### src/rtl/core/tlbpt_pkg.sv
package tlbpt_pkg;

  localparam int VA_W     = 32;   // request address width
  localparam int ADDR_W   = 16;   // translated part of the address
  localparam int FRAME_W  = 8;    // frame number width
  localparam int NFF_W    = 9;    // free-frame counter, wraps at 512

  localparam int TLB_ENTRIES_DEF = 16;
  localparam int PAGE_COUNT_DEF  = 256;
  localparam int OFFSET_BITS_DEF = 8;

  // Number of conditional-subtract steps needed to fold a vw-bit page
  // field into 0..pc-1. Zero when the page field already fits.
  function automatic int reduce_steps(input int pc, input int vw);
    int n;
    n = 0;
    while ((pc << n) < (1 << vw)) begin
      n = n + 1;
    end
    return n;
  endfunction

endpackage

### src/rtl/core/tlbpt_ifs.sv
interface tlbpt_req_if;
  import tlbpt_pkg::*;

  logic            valid;
  logic            ready;
  logic [VA_W-1:0] virtual_address;

  modport source (output valid, output virtual_address, input ready);
  modport sink (input valid, input virtual_address, output ready);
endinterface

interface tlbpt_rsp_if;
  import tlbpt_pkg::*;

  logic              valid;
  logic              ready;
  logic [ADDR_W-1:0] physical_address;
  logic              tlb_hit;
  logic              page_fault;

  modport source (output valid, output physical_address, output tlb_hit,
                  output page_fault, input ready);
  modport sink (input valid, input physical_address, input tlb_hit,
                input page_fault, output ready);
endinterface

### src/rtl/core/tlbpt_lru.sv
module tlbpt_lru #(
  parameter int TLB_ENTRIES = tlbpt_pkg::TLB_ENTRIES_DEF,
  parameter int PG_W        = 8
) (
  input  logic                         clk,
  input  logic                         rst_n,
  input  logic [PG_W-1:0]              page,
  input  logic                         commit,
  input  logic [tlbpt_pkg::FRAME_W-1:0] new_frame,
  output logic                         hit,
  output logic [tlbpt_pkg::FRAME_W-1:0] hit_frame
);
  import tlbpt_pkg::*;

  localparam int TW = $clog2(TLB_ENTRIES);

  logic [TLB_ENTRIES-1:0] vld_r, vld_nxt;
  logic [PG_W-1:0]        tag_r [TLB_ENTRIES];
  logic [PG_W-1:0]        tag_nxt [TLB_ENTRIES];
  logic [FRAME_W-1:0]     frm_r [TLB_ENTRIES];
  logic [FRAME_W-1:0]     frm_nxt [TLB_ENTRIES];

  logic [TW-1:0] hit_idx;
  logic [TW-1:0] upto;

  // first matching slot wins (slot 0 is most recent)
  always_comb begin
    hit     = 1'b0;
    hit_idx = '0;
    for (int i = 0; i < TLB_ENTRIES; i++) begin
      if (!hit && vld_r[i] && (tag_r[i] == page)) begin
        hit     = 1'b1;
        hit_idx = TW'(i);
      end
    end
  end

  assign hit_frame = frm_r[hit_idx];
  assign upto      = hit ? hit_idx : TW'(TLB_ENTRIES - 1);

  // slots 0..upto-1 slide down one place, new entry lands in slot 0
  always_comb begin
    vld_nxt = vld_r;
    for (int k = 0; k < TLB_ENTRIES; k++) begin
      tag_nxt[k] = tag_r[k];
      frm_nxt[k] = frm_r[k];
    end
    if (commit) begin
      for (int k = 1; k < TLB_ENTRIES; k++) begin
        if (TW'(k) <= upto) begin
          vld_nxt[k] = vld_r[k-1];
          tag_nxt[k] = tag_r[k-1];
          frm_nxt[k] = frm_r[k-1];
        end
      end
      vld_nxt[0] = 1'b1;
      tag_nxt[0] = page;
      frm_nxt[0] = new_frame;
    end
  end

  always_ff @(posedge clk) begin
    if (!rst_n) begin
      vld_r <= '0;
    end else begin
      vld_r <= vld_nxt;
    end
  end

  always_ff @(posedge clk) begin
    for (int k = 0; k < TLB_ENTRIES; k++) begin
      tag_r[k] <= tag_nxt[k];
      frm_r[k] <= frm_nxt[k];
    end
  end

endmodule

### src/rtl/core/tlb_page_table_translator.sv
// Channel   Dir  Payload                                   Handshake
// in_chan   in   virtual_address[31:0]                     valid/ready
// out_chan  out  physical_address[15:0], tlb_hit, page_fault  valid/ready
//
// Accept in idle (page-table read issued), then resolve (TLB search, LRU shift,
// page-table write-back on a fault, result loaded) before the next accept.
// If PAGE_COUNT does not cover the page field, the page number is folded by
// one conditional subtract per cycle, then the folded page is read before resolve.
// After reset a clearing pass empties the page table;
// in_chan.ready stays low meanwhile.
// A full result register with out_chan.ready low holds the block in resolve.
module tlb_page_table_translator #(
  parameter int TLB_ENTRIES = tlbpt_pkg::TLB_ENTRIES_DEF,
  parameter int PAGE_COUNT  = tlbpt_pkg::PAGE_COUNT_DEF,
  parameter int OFFSET_BITS = tlbpt_pkg::OFFSET_BITS_DEF
) (
  input logic          clk,
  input logic          rst_n,
  tlbpt_req_if.sink    in_chan,
  tlbpt_rsp_if.source  out_chan
);
  import tlbpt_pkg::*;

  localparam int VPN_W = ADDR_W - OFFSET_BITS;
  localparam int PG_W  = $clog2(PAGE_COUNT);
  localparam int QB    = reduce_steps(PAGE_COUNT, VPN_W);
  localparam int SC_W  = (QB > 1) ? $clog2(QB) : 1;
  localparam int SUB_W = VPN_W + 1;
  localparam int MEM_W = FRAME_W + 1;

  localparam logic [2:0] S_CLEAR   = 3'd0;
  localparam logic [2:0] S_IDLE    = 3'd1;
  localparam logic [2:0] S_REDUCE  = 3'd2;
  localparam logic [2:0] S_READ    = 3'd3;
  localparam logic [2:0] S_RESOLVE = 3'd4;

  logic [2:0]             state_r, state_nxt;
  logic [PG_W-1:0]        clr_r, clr_nxt;
  logic [NFF_W-1:0]       nff_r, nff_nxt;
  logic                   out_valid_r, out_valid_nxt;
  logic [VPN_W-1:0]       vpn_r, vpn_nxt;
  logic [OFFSET_BITS-1:0] off_r, off_nxt;
  logic [SC_W-1:0]        step_r, step_nxt;
  logic [ADDR_W-1:0]      out_pa_r, out_pa_nxt;
  logic                   out_hit_r, out_hit_nxt;
  logic                   out_fault_r, out_fault_nxt;

  logic [MEM_W-1:0] pmap_mem [PAGE_COUNT];
  logic [MEM_W-1:0] pm_rd_r;

  logic                   accept;
  logic [VPN_W-1:0]       in_vpn;
  logic [OFFSET_BITS-1:0] in_off;
  logic [PG_W-1:0]        page;
  logic [PG_W-1:0]        rd_addr;
  logic [PG_W-1:0]        wr_addr;
  logic [MEM_W-1:0]       wr_data;
  logic                   wr_en;
  logic                   out_free;
  logic                   commit;
  logic                   tlb_hit;
  logic [FRAME_W-1:0]     tlb_frame;
  logic                   pm_vld;
  logic                   fault;
  logic [FRAME_W-1:0]     frame;
  logic [SUB_W-1:0]       sub_val;

  assign in_vpn = in_chan.virtual_address[ADDR_W-1:OFFSET_BITS];
  assign in_off = in_chan.virtual_address[OFFSET_BITS-1:0];
  assign page   = PG_W'(vpn_r);

  assign in_chan.ready = (state_r == S_IDLE);
  assign accept        = in_chan.valid && in_chan.ready;

  assign out_free = !out_valid_r || out_chan.ready;
  assign commit   = (state_r == S_RESOLVE) && out_free;

  tlbpt_lru #(
    .TLB_ENTRIES (TLB_ENTRIES),
    .PG_W        (PG_W)
  ) u_lru (
    .clk       (clk),
    .rst_n     (rst_n),
    .page      (page),
    .commit    (commit),
    .new_frame (frame),
    .hit       (tlb_hit),
    .hit_frame (tlb_frame)
  );

  // page-table entry: valid bit on top of the frame number
  assign pm_vld = pm_rd_r[FRAME_W];
  assign fault  = !tlb_hit && !pm_vld;
  assign frame  = tlb_hit ? tlb_frame :
                  (pm_vld ? pm_rd_r[FRAME_W-1:0] : nff_r[FRAME_W-1:0]);

  assign sub_val = SUB_W'(PAGE_COUNT) << step_r;

  // read address comes straight off the request when no folding is needed
  assign rd_addr = (state_r == S_IDLE) ? PG_W'(in_vpn) : page;
  assign wr_en   = (state_r == S_CLEAR) || (commit && fault);
  assign wr_addr = (state_r == S_CLEAR) ? clr_r : page;
  assign wr_data = (state_r == S_CLEAR) ? '0 : {1'b1, frame};

  always_ff @(posedge clk) begin
    if (wr_en) begin
      pmap_mem[wr_addr] <= wr_data;
    end
    pm_rd_r <= pmap_mem[rd_addr];
  end

  always_comb begin
    state_nxt     = state_r;
    clr_nxt       = clr_r;
    nff_nxt       = nff_r;
    out_valid_nxt = out_valid_r;
    vpn_nxt       = vpn_r;
    off_nxt       = off_r;
    step_nxt      = step_r;
    out_pa_nxt    = out_pa_r;
    out_hit_nxt   = out_hit_r;
    out_fault_nxt = out_fault_r;

    if (out_chan.ready) begin
      out_valid_nxt = 1'b0;
    end

    case (state_r)
      S_CLEAR: begin
        clr_nxt = clr_r + 1'b1;
        if (clr_r == PG_W'(PAGE_COUNT - 1)) begin
          state_nxt = S_IDLE;
        end
      end
      S_IDLE: begin
        if (accept) begin
          vpn_nxt   = in_vpn;
          off_nxt   = in_off;
          step_nxt  = SC_W'(QB - 1);
          state_nxt = (QB == 0) ? S_RESOLVE : S_REDUCE;
        end
      end
      S_REDUCE: begin
        if ({1'b0, vpn_r} >= sub_val) begin
          vpn_nxt = VPN_W'({1'b0, vpn_r} - sub_val);
        end
        if (step_r == '0) begin
          state_nxt = S_READ;
        end else begin
          step_nxt = step_r - 1'b1;
        end
      end
      S_READ: begin
        state_nxt = S_RESOLVE;
      end
      S_RESOLVE: begin
        if (commit) begin
          out_valid_nxt = 1'b1;
          out_pa_nxt    = ADDR_W'({frame, off_r});
          out_hit_nxt   = tlb_hit;
          out_fault_nxt = fault;
          if (fault) begin
            nff_nxt = nff_r + 1'b1;
          end
          state_nxt = S_IDLE;
        end
      end
      default: begin
        state_nxt = S_IDLE;
      end
    endcase
  end

  always_ff @(posedge clk) begin
    if (!rst_n) begin
      state_r     <= S_CLEAR;
      clr_r       <= '0;
      nff_r       <= '0;
      out_valid_r <= 1'b0;
    end else begin
      state_r     <= state_nxt;
      clr_r       <= clr_nxt;
      nff_r       <= nff_nxt;
      out_valid_r <= out_valid_nxt;
    end
  end

  always_ff @(posedge clk) begin
    vpn_r       <= vpn_nxt;
    off_r       <= off_nxt;
    step_r      <= step_nxt;
    out_pa_r    <= out_pa_nxt;
    out_hit_r   <= out_hit_nxt;
    out_fault_r <= out_fault_nxt;
  end

  assign out_chan.valid            = out_valid_r;
  assign out_chan.physical_address = out_pa_r;
  assign out_chan.tlb_hit          = out_hit_r;
  assign out_chan.page_fault       = out_fault_r;

  a_result_from_resolve: assert property (@(posedge clk) disable iff (!rst_n)
    $rose(out_valid_r) |-> ($past(state_r) == S_RESOLVE))
    else $error("result appeared without a resolve step");

  a_hit_excludes_fault: assert property (@(posedge clk) disable iff (!rst_n)
    out_valid_r |-> !(out_hit_r && out_fault_r))
    else $error("TLB hit reported together with a page fault");

  a_alloc_only_on_fault: assert property (@(posedge clk) disable iff (!rst_n)
    (nff_r != $past(nff_r)) |-> (out_valid_r && out_fault_r))
    else $error("free frame consumed without a faulting result");

endmodule

### src/flat_wrapper.sv
// flat-port wrapper written by rule: the top's interface ports become plain ports
module tlb_page_table_translator_flat import tlbpt_pkg::*;
#(
  parameter int TLB_ENTRIES = tlbpt_pkg::TLB_ENTRIES_DEF,
  parameter int PAGE_COUNT  = tlbpt_pkg::PAGE_COUNT_DEF,
  parameter int OFFSET_BITS = tlbpt_pkg::OFFSET_BITS_DEF
)
  (clk, rst_n, in_chan_valid, in_chan_virtual_address, in_chan_ready, out_chan_valid, out_chan_physical_address, out_chan_tlb_hit, out_chan_page_fault, out_chan_ready);
  tlbpt_req_if in_chan_i ();
  tlbpt_rsp_if out_chan_i ();
  input logic clk;
  input logic rst_n;
  input wire logic [$bits(in_chan_i.valid)-1:0] in_chan_valid;
  input wire logic [$bits(in_chan_i.virtual_address)-1:0] in_chan_virtual_address;
  output wire logic [$bits(in_chan_i.ready)-1:0] in_chan_ready;
  output wire logic [$bits(out_chan_i.valid)-1:0] out_chan_valid;
  output wire logic [$bits(out_chan_i.physical_address)-1:0] out_chan_physical_address;
  output wire logic [$bits(out_chan_i.tlb_hit)-1:0] out_chan_tlb_hit;
  output wire logic [$bits(out_chan_i.page_fault)-1:0] out_chan_page_fault;
  input wire logic [$bits(out_chan_i.ready)-1:0] out_chan_ready;
  assign in_chan_i.valid = in_chan_valid;
  assign in_chan_i.virtual_address = in_chan_virtual_address;
  assign in_chan_ready = in_chan_i.ready;
  assign out_chan_valid = out_chan_i.valid;
  assign out_chan_physical_address = out_chan_i.physical_address;
  assign out_chan_tlb_hit = out_chan_i.tlb_hit;
  assign out_chan_page_fault = out_chan_i.page_fault;
  assign out_chan_i.ready = out_chan_ready;
  tlb_page_table_translator #(.TLB_ENTRIES(TLB_ENTRIES), .PAGE_COUNT(PAGE_COUNT), .OFFSET_BITS(OFFSET_BITS)) u_core (.clk(clk), .rst_n(rst_n), .in_chan(in_chan_i), .out_chan(out_chan_i));
endmodule
### config.mk
export PLATFORM = sky130hd
export DESIGN_NAME = tlb_page_table_translator_flat
export DESIGN_NICKNAME = d
export VERILOG_FILES = /design/src/rtl/core/tlbpt_pkg.sv /design/src/rtl/core/tlbpt_ifs.sv /design/src/rtl/core/tlbpt_lru.sv /design/src/rtl/core/tlb_page_table_translator.sv /design/src/flat_wrapper.sv
export SDC_FILE = /design/constraint.sdc
export NUM_CORES = 2
export LEC_CHECK = 0
export CAP_MARGIN = 20
export CORE_MARGIN = 5
export CORE_UTILIZATION = 44
export DETAILED_ROUTE_END_ITERATION = 12
export DONT_BUFFER_PORTS = 1
export SLEW_MARGIN = 10
export SYNTH_ARGS = -nofsm -noshare
export SYNTH_HDL_FRONTEND = slang
export SYNTH_SLANG_ARGS = --single-unit
### constraint.sdc
create_clock -name clk -period 44.7 [get_ports clk]
set_input_delay 6.705 -clock clk [delete_from_list [all_inputs] [get_ports clk]]
set_output_delay 6.705 -clock clk [all_outputs]
set_load 0.02 [all_outputs]
==> flow_summary.yaml <==
run_status:
  status: "finished, final reports clean"
die:
  core_area_um2: 241000
  num_rows: 180
  dieArea_um2: 252300
  io_pins: 56
  die_w_um: 502.3
  fp.dieH_um: 502.3
  floorplan.initialDensity_pct: 44.26
setup_path:
  arrival_ns: 12.95
  critical_path.endpoint_type: "flop"
  r2r_cells: 15
  path_class: "input port to flop"
  crit_path_start_kind: "input port"
  crit_fanout: 153
  worstPathRequired_ns: 45.42
clock_network:
  cts_tree: "done"
  cts_hold_buf: 0
  cts-root-buf: "clkbuf_16"
  clockBufferDepth: 4
  cts_resized: 0
  htree_levels: 5
  clkTransAtPathRegs_ns: 0.05
  clock_latency_ns: 0.92
  cts_buffers: 281
  post_cts_buffers: 0
  cts.sinks: 2632
sta:
  rsz0062_at_grt: "false"
  period_share_pct: 27.36
  final.setup_skew_ns: 0.05279
  slew_viol_final: 0
  fmax_ghz: 0.08177
  worstMarginPinSlew_ns: 1.166
  period_minus_slack_ns: 12.23
  setup_tns_ns: 0
  slew_headroom_pct: 21.42
  postLayoutSetupSlackWorst_ns: 32.47
  setup_viol: 0
  hold_violations: 0
logic_synthesis:
  yosys.area_share.simple_pct: 17.14
  synth.ff_latch_count: 2632
  synth_mux_area_share_pct: 0.5537
  synth_top_area_share_pct: 72.84
  ys_types: 74
  synth-compound-area-share_pct: 5.041
  synthCells: 8343
  async_reset_ff_share_pct: 0
  synth_warnings: 0
  synth_top_family_by_area: "simple AND/OR/NAND/NOR gates"
  synthesis.area_um2: 106600
  syn_avg_cell_area_um2: 12.78
  ys_seq_area_share_pct: 73.69
  syn_nets: 8381
  synth-xor-area-share_pct: 1.142
  yosys.area.top_type: "edfxtp_1"
  synth_edf_count: 2587
  yosys-top-cells-area: "edfxtp_1 73%, nand2_1 8.5%, nand3_1 5.8%"
  synth_ff_type: "edfxtp_1"
  synthAdderAreaFrac_pct: 0.02346
global_routing:
  grt_usage_pct: 22.02
  antenna_found_initial: 6
  grt_overflow: 0
  grt_max_degree: 185
  grt_first_pass_wirelength_um: 420800
  grt_pass1_vias: 64426
final_layout:
  fill_cells: 20625
  fin_nets: 8213
  layout-drive-gt1-share_pct: 6.655
  area_delta_synth_final_pct: 10.37
hold_path:
  hp-class: "flop to flop"
  hold_path_depth: 0
detailed_routing:
  drt-total-wl_um: 283500
  dr.pass1.iters: 6
  ant_nets: 0
  viasPerCell: 5.825
  vias: 67234
  drtIter0Drc: 7774
  wl_per_cell_um: 24.56
  drc: 0
power_and_ir_drop:
  power_density_nw_per_um2: 40.86
  peakVddDrop_v: 0.00004133
  leakage_nw: 40.87
run:
  cap_violations: 0
placed_design:
  io_buffers: 0
  dp_hpwl_um: 155700
  globalplace.congestion: 0.8182
  pre_cts_ws_ns: 31.75
critical path, cell delays in order:
cell      delay (ns)
nor4bb_1        0.23
buf_4           0.22
a21o_4          0.68
buf_4           0.67
buf_12          0.62
buf_4           0.66
buf_4           0.68
nand2_1         0.10
and3_1          0.18
a311oi_1        0.31
a311oi_1        0.15
a311oi_1        0.70
o31ai_1         0.26
o221ai_1        0.55
cell usage after synthesis (3+ instances only):
master     count
a211oi_1      26
or3_1         16
mux2i_1       43
a31oi_1       41
edfxtp_1    2587
o21ai_0       43
a2bb2oi_1      5
and2_1        25
and4_1         3
o211a_1        3
inv_1          8
and3_1       153
nor3_1        20
nand2_1     2428
nand3_1     1227
inv_2          4
nand2b_1       4
a41oi_2        5
a311oi_1     360
a21boi_0       7
buf_1         85
nand3b_1      12
buf_4          9
o21a_1         4
nor2_1       278
a22oi_1        9
xnor2_1       88
buf_2        153
buf_6          9
xor2_1        51
clkbuf_1     331
nor2b_1       22
o211ai_1      10
nand4_1       37
o2111ai_1      7
mux2_2        11
a21oi_1       60
o221ai_1       9
o31ai_1       22
nor4_1         7
a311o_1       36
dfxtp_1       45
sequential cells by signal (all words and copies together) (netlist names):
register                          count
u_core.clr_r                          8
u_core.nff_r                          8
u_core.off_r                          8
u_core.out_chan.page_fault            1
u_core.out_chan.physical_address      8
u_core.out_chan.tlb_hit               1
u_core.out_chan.valid                 1
u_core.page                           8
u_core.pm_rd_r                        9
u_core.pmap_mem                    2304
u_core.state_r                        3
u_core.step_r                         1
u_core.u_lru.frm_r                  128
u_core.u_lru.tag_r                  128
u_core.u_lru.vld_r                   16
path summary, 6_finish.rpt:
kind | endpoint | slack [ns] | from
max | u_core.pm_rd_r[6] | 32.47 | in_chan_virtual_address[8]
min | u_core.out_chan.physical_address[7] | 0.42 | u_core.off_r[7]
max reg2reg | u_core.pmap_mem[22][0] | 37.05 | u_core.page[3]
min reg2reg | u_core.out_chan.physical_address[7] | 0.42 | u_core.off_r[7]
where the power goes:
part	switching (mW)	total [mW]	internal, mW
sequential	0.00107	2.67	2.67
clock	0.910	2.12	1.21
combinational	0.0125	0.0147	0.00213
logic make-up (layout without fill, tap and decap cells):
group,after synthesis,in the layout
adder cells (fa/ha/maj),2,2
XOR/XNOR,139,139
other,0,3
flip-flops,2632,2632
buffers and inverters,602,614
AO/OA/AOI/OAI,669,669
AND/OR/NAND/NOR,4242,4242
multiplexers,57,57
metal layers:
| metal | wire length [um] | share of wire (%) | up-vias | GRT usage (%) |
|---|---|---|---|---|
| li1 | - | - | 30275 | - |
| met5 | 0 | 0 | - | 0 |
| met1 | 118900 | 42 | 33671 | 31.53 |
| met3 | 24370 | 8.6 | 462 | 4.072 |
| met4 | 8639 | 3.0 | 0 | 7.116 |
| met2 | 131600 | 46 | 2826 | 34.26 |
layout by cell type, fill, tap and decap left out, types with 10 or more instances in the layout:
cell | synthesis | routed
a21oi_1 | 60 | 54
and3_1 | 153 | 153
a311o_1 | 36 | 36
mux2_2 | 11 | 11
clkinv_2 | 0 | 36
nor2b_1 | 22 | 22
nand4_1 | 37 | 37
buf_12 | 1 | 14
nand3_1 | 1227 | 1227
a211oi_1 | 26 | 26
a311oi_1 | 360 | 360
dfxtp_1 | 45 | 45
a31oi_1 | 41 | 40
o31ai_1 | 22 | 22
and2_1 | 25 | 20
clkbuf_1 | 331 | 67
edfxtp_1 | 2587 | 2587
or3_1 | 16 | 16
xnor2_1 | 88 | 88
clkinv_1 | 1 | 56
nand3b_1 | 12 | 12
o211ai_1 | 10 | 10
nor2_1 | 278 | 278
clkbuf_16 | 0 | 285
nand2_2 | 0 | 16
mux2i_1 | 43 | 39
o21ai_0 | 43 | 43
nand2_1 | 2428 | 2410
buf_4 | 9 | 120
nor3_1 | 20 | 17
xor2_1 | 51 | 51
layout make-up:
type	count	area, um2	area share, %
well taps	3185	3985	3.386
diodes	3	7.507	0.006378
repair buffers	138	1259	1.069
clock buffers	355	7425	6.308
inverters	13	56.30	0.04783
multi-input cells	5109	25690	21.82
flip-flops and latches	2632	78590	66.76
clock inverters	108	699.4	0.5942
stage by stage:
stage          hold WS [ns]  total power, mW  util [%]  instances  cell area (um2)
6_report             0.4173            4.810     48.84      11543           117700
5_1_grt              0.4258            4.946     48.84      11542           117700
4_1_cts              0.4179            4.842     48.82      11538           117600
3_5_place_dp         0.4045            2.739     45.45      11075           109500
3_3_place_gp         0.4026            2.739     45.43      11072           109500
2_1_floorplan        0.4003            2.730         -       8343           106700
No activity file was read; power rests on OpenSTA's default activity.
